**config.mk**
```make
export PLATFORM = sky130hd
export DESIGN_NAME = vrt_div
export DESIGN_NICKNAME = d
export VERILOG_FILES = /design/src/hw/rtl/vrt_pkg.sv /design/src/hw/rtl/vrt_div.sv
export SDC_FILE = /design/constraint.sdc
export NUM_CORES = 1
export LEC_CHECK = 0
export ABC_CLOCK_PERIOD_IN_PS = 2700
export BUFFER_PORTS_ARGS = -buffer_cell sky130_fd_sc_hd__buf_2
export CAP_MARGIN = 20
export CORE_ASPECT_RATIO = 1.75
export CORE_MARGIN = 5
export CORE_UTILIZATION = 30
export DETAILED_ROUTE_END_ITERATION = 8
export PLACE_DENSITY_LB_ADDON = 0.12
export SYNTH_ARGS = -nofsm -noshare
export SYNTH_HDL_FRONTEND = slang
export SYNTH_SLANG_ARGS = --single-unit
```
**constraint.sdc**
```tcl
create_clock -name i_clk -period 2.7 [get_ports i_clk]
set_input_delay 0.27 -clock i_clk [delete_from_list [all_inputs] [get_ports i_clk]]
set_output_delay 0.27 -clock i_clk [all_outputs]
set_load 0.01 [all_outputs]
```
**src/hw/rtl/vrt_pkg.sv**
```systemverilog
package vrt_pkg;

    localparam int DEF_CHUNK_LENGTH   = 16;
    localparam int DEF_CHUNK_WIDTH    = 16;
    localparam int DEF_CHUNK_HEIGHT   = 64;
    localparam int DEF_WORLD_CHUNKS_X = 4;
    localparam int DEF_WORLD_CHUNKS_Y = 4;

    localparam int VOX_W  = 6;
    localparam int VAL_W  = 8;
    localparam int ORG_W  = 24;
    localparam int DIR_W  = 16;
    localparam int DIST_W = 24;
    localparam int FRAC_W = 16;

    // step lengths and crossing distances, Q.16 with saturation at 2^40 - 1
    localparam int T_W = 41;
    localparam logic [T_W-1:0] T_SAT = {1'b0, {(T_W-1){1'b1}}};

    localparam int MULA_W = 17;
    localparam int MULP_W = MULA_W + T_W;

    localparam int DIVN_W = 41;
    localparam int DIVD_W = 24;

    localparam logic CMD_WRITE = 1'b0;
    localparam logic CMD_CAST  = 1'b1;

    localparam logic [2:0] SIDE_UNKNOWN = 3'd0;
    localparam logic [2:0] SIDE_FRONT   = 3'd1;
    localparam logic [2:0] SIDE_BACK    = 3'd2;
    localparam logic [2:0] SIDE_RIGHT   = 3'd3;
    localparam logic [2:0] SIDE_LEFT    = 3'd4;
    localparam logic [2:0] SIDE_TOP     = 3'd5;
    localparam logic [2:0] SIDE_BOTTOM  = 3'd6;

    typedef enum logic [3:0] {
        ST_CLEAR, ST_IDLE, ST_RD, ST_CHK, ST_SQ_M, ST_SQ_A, ST_SQRT, ST_DIV_S,
        ST_DIV_W, ST_DSEL, ST_TI_M, ST_TI_A, ST_STEP, ST_PT_M, ST_PT_A, ST_FIN
    } t_state;

    typedef enum logic [1:0] {DOP_TMAX, DOP_DELTA} t_dop;

    typedef struct packed {
        logic              start;
        logic [DIVN_W-1:0] dividend;
        logic [DIVD_W-1:0] divisor;
    } t_div_req;

    typedef struct packed {
        logic              done;
        logic [DIVN_W-1:0] quot;
    } t_div_rsp;

endpackage

```
**src/hw/rtl/vrt_div.sv**
```systemverilog
module vrt_div import vrt_pkg::*; (
    input  logic     i_clk,
    input  logic     i_rst_n,
    input  t_div_req i_req,
    output t_div_rsp o_rsp
);

    localparam int CNT_W = $clog2(DIVN_W + 1);

    logic              r_busy;
    logic              r_done;
    logic [CNT_W-1:0]  r_cnt;
    logic [DIVN_W-1:0] r_num;
    logic [DIVD_W-1:0] r_den;
    logic [DIVD_W-1:0] r_rem;

    logic [DIVD_W:0] rem_sh;
    logic            q_bit;

    // restoring division, one quotient bit a cycle
    always_comb begin
        rem_sh = {r_rem, r_num[DIVN_W-1]};
        q_bit  = (rem_sh >= {1'b0, r_den});
    end

    always_ff @(posedge i_clk) begin
        if (!i_rst_n) begin
            r_busy <= 1'b0;
            r_done <= 1'b0;
            r_cnt  <= '0;
        end else begin
            r_done <= 1'b0;
            if (i_req.start) begin
                r_busy <= 1'b1;
                r_cnt  <= CNT_W'(DIVN_W);
            end else if (r_busy) begin
                r_cnt <= r_cnt - 1'b1;
                if (r_cnt == CNT_W'(1)) begin
                    r_busy <= 1'b0;
                    r_done <= 1'b1;
                end
            end
        end
    end

    always_ff @(posedge i_clk) begin
        if (i_req.start) begin
            r_num <= i_req.dividend;
            r_den <= i_req.divisor;
            r_rem <= '0;
        end else if (r_busy) begin
            r_num <= {r_num[DIVN_W-2:0], q_bit};
            if (q_bit) begin
                r_rem <= DIVD_W'(rem_sh - {1'b0, r_den});
            end else begin
                r_rem <= rem_sh[DIVD_W-1:0];
            end
        end
    end

    assign o_rsp.done = r_done;
    assign o_rsp.quot = r_num;

endmodule

```
# Word-level counts from Yosys, hierarchy flattened
# Cells that the tools add are included.
[word_totals]
register_bits = 97
wordCells = 25
ramBits = 0
in_bits = 68
output_inout_bits = 42
latchBits = 0
mem_count = 0
rom_bits = 0
[classes]
eq_ne = 1
addsub = 2
n_lt_le_gt_ge = 1
muxes = 9
shift = 0
bitwise_logic = 2
multipliers = 0
n_reduce_logical = 3
n_div = 0
[ops]
columns = ["op", "n"]
rows = [
  ["$mux W41", 2],
  ["$ge A25 B24 Y1", 1],
  ["$mux W24", 1],
  ["$sub A24 B24 Y24", 1],
  ["$mux W6", 2],
  ["$eq A6 B1 Y1 const B", 1],
  ["$sub A6 B1 Y6 const B", 1],
  ["$mux W1", 4],
  ["$reduce_or A3 Y1", 1],
  ["$not A1 Y1", 2],
  ["$reduce_bool A2 Y1", 1],
  ["$reduce_or A2 Y1", 1],
]

# Logic depth before layout (Yosys ltp)
[logic_depth]
word_depth = 4
mapped_depth = 11
ltp_nobuf = 11

# Worst setup path after synthesis
# OpenSTA, ideal clock, no wires.
[synth_timing]
kind = "register to register"
start = "register r_num[40]"
end = "register r_rem[16]"
arrival_time_ps = 2614
setup_time_ps = 70
n_path_buf = 0
stages_incl_launch_ff = 12
slack_ps = 15
cell_sequence = "edfxtp_1 -> inv_1 -> ha_1 -> fa_1 -> nor2b_1 -> o2111ai_1 -> a21oi_1 -> o211a_1 -> nor3_1 -> o31ai_1 -> or4b_1 -> a21oi_1"
[synth_via]
elab_chain_cells = 2
[synth_lines]
columns = ["element", "line_no", "rtl"]
rows = [
  ["start, declared", "vrt_div.sv:13", "logic [DIVN_W-1:0] r_num;"],
  ["start signal, assigned", "vrt_div.sv:48", "r_num <= i_req.dividend;"],
  ["start signal, assigned", "vrt_div.sv:52", "r_num <= {r_num[DIVN_W-2:0], q_bit};"],
  ["$sub A24 B24 Y24 or $ge A25 B24 Y1 (tied branches)", "vrt_div.sv:54, vrt_div.sv:23", ""],
  ["$mux W24 *", "vrt_div.sv:53", "if (q_bit) begin"],
  ["end signal, assigned", "vrt_div.sv:54", "r_rem <= DIVD_W'(rem_sh - {1'b0, r_den});"],
  ["end signal, assigned", "vrt_div.sv:56", "r_rem <= rem_sh[DIVD_W-1:0];"],
  ["end, declared", "vrt_div.sv:15", "logic [DIVD_W-1:0] r_rem;"],
]
# Every way passes the cells marked *; elsewhere a longest branch is shown, timed or not.
# A chain may end at the register's enable or synchronous reset.

# Worst setup path in the final report
[layout_timing]
start = "register r_den[12]"
end = "register r_rem[14]"
[layout_via]
elab_chain_cells = 2
[layout_lines]
columns = ["element", "line_no", "rtl"]
rows = [
  ["start, declared", "vrt_div.sv:14", "logic [DIVD_W-1:0] r_den;"],
  ["start signal, assigned", "vrt_div.sv:49", "r_den <= i_req.divisor;"],
  ["$sub A24 B24 Y24 or $ge A25 B24 Y1 (tied branches)", "vrt_div.sv:54, vrt_div.sv:23", ""],
  ["$mux W24 *", "vrt_div.sv:53", ""],
]
# Marked as above.

==> impl_metrics.tcl <==
set metrics [dict create \
    antenna_found_initial 0 \
    critPathCaptureType "flip-flop" \
    place.gp.congestion 0.8326 \
    critPathLaunchType "flip-flop" \
    synth_area_mm2 0.005205 \
    async_flop_share_pct 0 \
    final_max_slew_viol_count 0 \
    arrival_ns 2.82 \
    n_antenna_cell 0 \
    cts_buffers 9 \
    tns_ns 0 \
    via_per_inst 4.792 \
    whs_endpoint "r_den[22]$_DFFE_PP_" \
    ios 110 \
    nNetsFinal 709 \
    r2r_slack_ns 0.1 \
    wirelength_um 13520 \
    regToRegStartpoint "r_den[12]$_DFFE_PP_" \
    syn2layout_area_growth_pct 28.87 \
    avgSynthCellArea_um2 10.91 \
    hpwl_um 9874 \
    syn_inst 477 \
    ff2ff_path_depth 11 \
    yosysSeqAreaShare_pct 49.81 \
    clock_skew_ns 0.006068 \
    first_iter_violations 127 \
    crit_type "reg -> reg" \
    cts_root_buf "clkbuf_16" \
    drive_above_1_share_pct 36.83 \
    clk_pin_slew_ns 0.07 \
    start_util_pct 30.57 \
    fin_crit_sh_pct 96.34 \
    hold_buffers 0 \
    grt_start_max_net_pins 68 \
    placeableCoreArea_mm2 0.01703 \
    clockBufferDepth 2 \
    final-seq-area_mm2 0.002592 \
    vias 4054 \
    cts_num_sinks 97 \
    critPathMaxFanout 7 \
    grt-ovfl-total 0 \
    setup_viol 0 \
    clk_latency_ns 0.36 \
    cellPowerDensity_mw_per_mm2 621.3 \
    die_area_mm2 0.02019 \
    dr.pass1.iters 4 \
    post-route-drc-count 0 \
    total_leakage_power_nw 2.860 \
    synth_warnings 0 \
    die_h_um 184.3 \
    grt_pass1_vias 4181 \
    ir_worst_vdd_v 0.0003875 \
    synth_nets 572 \
    fin_crit_ns 2.601 \
    synth_seq_cells 97 \
    hold_violations 0 \
    rows 63 \
    worst_pin_slew_ns 0.5568 \
    port-buffer-count 109 \
    hold_path.class "in -> reg" \
    reg2reg_to "r_rem[14]$_SDFFE_PP0P_" \
    htree_levels 3 \
    maxCapViolCount 0 \
    status "finished clean" \
    grt_pass1_wl_um 20910 \
    multi_input_area_mm2 0.002541 \
    cts_tree "done" \
    synth_edf_count 65 \
    die_w_um 109.6 \
    synth_top_flop_cell "edfxtp_1" \
    nFillCells 1703 \
    cp.required_ns 2.92 \
    worstHoldStart "i_req[22]" \
    drtAntennaViolNets 0 \
    synth.distinct_cells 54 \
    hold_depth 1 \
    slew_headroom_pct 62.88 \
    grt_util_all_layers_pct 13.65 \
    total_power_mw 4.167 \
    drt-wirelength-per-cell_um 15.98 \
    final_core_util_pct 39.40 \
    fmax_mhz 384.5 \
]
## through the flow
| step | area, um2 | hold slack [ns] | std cells | setup WS [ns] |
|---|---|---|---|---|
| after floorplan | 5205 | 0.3689 | 477 | 0.01517 |
| after global placement | 6217 | 0.4461 | 827 | -0.02768 |
| after detailed placement | 6217 | 0.4481 | 827 | -0.06652 |
| after CTS | 6531 | 0.05707 | 843 | 0.005113 |
| after global routing | 6708 | 0.06002 | 846 | -0.009555 |
| final | 6708 | 0.08310 | 846 | 0.09894 |
## final cells by class
cell class,count,area share [%]
Clock inverter,5,0.9513
Inverter,38,2.126
Timing Repair Buffer,142,12.53
Multi-Input combinational cell,326,37.88
Clock buffer,11,3.619
Tap cell,227,4.234
Sequential cell,97,38.65
## worst max-delay path by stage
stage / startpoint / end / slack [ns]
2_1_floorplan: r_num[40]$_DFFE_PP_ / r_rem[16]$_SDFFE_PP0P_ / 0.02
3_3_place_gp: r_num[40]$_DFFE_PP_ / r_rem[16]$_SDFFE_PP0P_ / -0.03
3_5_place_dp: r_num[40]$_DFFE_PP_ / r_rem[16]$_SDFFE_PP0P_ / -0.07
4_1_cts: r_num[40]$_DFFE_PP_ / r_rem[16]$_SDFFE_PP0P_ / 0.005
5_1_grt: r_den[5]$_DFFE_PP_ / r_rem[16]$_SDFFE_PP0P_ / -0.01
6_report: r_den[12]$_DFFE_PP_ / r_rem[14]$_SDFFE_PP0P_ / 0.1
## cell usage in the layout (no fill, tap or decap), types with 4 or more instances in the layout
master | Yosys | layout
dfxtp_1 | 32 | 32
mux2i_1 | 8 | 8
xnor2_1 | 14 | 14
ha_1 | 26 | 22
a22oi_1 | 5 | 5
xor2_1 | 9 | 9
mux2_2 | 40 | 40
inv_1 | 38 | 38
nand2b_1 | 6 | 6
buf_2 | 0 | 108
clkbuf_16 | 0 | 9
a21o_1 | 9 | 9
a21oi_2 | 1 | 5
o21ai_0 | 16 | 13
nand2_1 | 25 | 24
buf_4 | 2 | 29
nor2b_1 | 5 | 4
nor2_1 | 46 | 45
edfxtp_1 | 65 | 65
nor3_1 | 8 | 7
a21oi_1 | 33 | 27
o21a_1 | 6 | 6
a211oi_1 | 16 | 13
## registers in the layout, indices dropped and copies added (netlist names)
register,cells
r_num,41
r_rem,24
r_cnt,6
r_done,1
r_busy,1
r_den,24
## cell families after synthesis
| family | synth area share (%) |
|---|---|
| AOI/OAI and AO/OA | 14.98 |
| and+or+nand+nor | 10.19 |
| DFF | 49.81 |
| buffers and inverters | 4.327 |
| muxes | 10.19 |
| adders and majority gates | 6.635 |
| xor gates and xnor gates | 3.870 |
## Yosys cell counts, types with 2 or more instances
master / count / area, um2
o21ai_0: 16 / 80.08
buf_6: 2 / 22.52
o21bai_1: 3 / 22.52
ha_1: 26 / 325.3
nand3_1: 3 / 15.01
dfxtp_1: 32 / 640.6
o21ai_1: 3 / 15.01
nor4_1: 2 / 12.51
nor3b_1: 3 / 22.52
inv_1: 38 / 142.6
nor2b_1: 5 / 31.28
clkbuf_1: 11 / 41.29
xnor2_1: 14 / 122.6
o311ai_0: 2 / 17.52
buf_4: 2 / 15.01
o2111ai_1: 4 / 35.03
o31ai_1: 3 / 22.52
o32ai_1: 2 / 17.52
mux2_2: 40 / 450.4
a22oi_1: 5 / 37.54
edfxtp_1: 65 / 1952
a21o_1: 9 / 67.56
o21a_1: 6 / 45.04
and2_1: 3 / 18.77
nand2_1: 25 / 93.84
mux2i_1: 8 / 80.08
a31oi_1: 2 / 12.51
a211oi_1: 16 / 120.1
o211ai_1: 2 / 15.01
nor3_1: 8 / 40.04
or2_2: 2 / 12.51
xor2_1: 9 / 78.83
nand4_1: 2 / 12.51
a21oi_1: 33 / 165.2
nand2b_1: 6 / 37.54
nor2_1: 46 / 172.7
and3_1: 2 / 12.51
## routing by layer
layer  GRT usage, %  up-vias  wire length, um
li1               -     2023                -
met2          25.30       88             7504
met3          3.680       23              538
met5              0        -                0
met1          13.79     1920             5138
met4          6.390        0              337
## what timing repair did
item | 4_1_cts | 5_1_grt
buffers inserted | 0 | 3
endpoints found under the setup margin | 4 | 24
pin swaps | 0 | 10
resized for setup | 2 | 35
hold endpoints to repair | 0 | 0
## worst max-delay path, cell delays in order (launching register included)
cell and delay, ns:
edfxtp_1 0.32, inv_1 0.04, ha_1 0.35, a21oi_1 0.20, o21ai_2 0.12, nor3_2 0.19, o21ai_2 0.10, a2111oi_4 0.49
buf_6 0.21, buf_12 0.13, mux2i_1 0.20, a211oi_1 0.10
## power breakdown
group	switching, mW	internal (mW)	leakage, nW
Combinational	0.532	0.475	1.80
Clock	0.593	0.754	0.152
Sequential	0.0734	1.74	0.910
No activity file was read; power rests on OpenSTA's default activity.
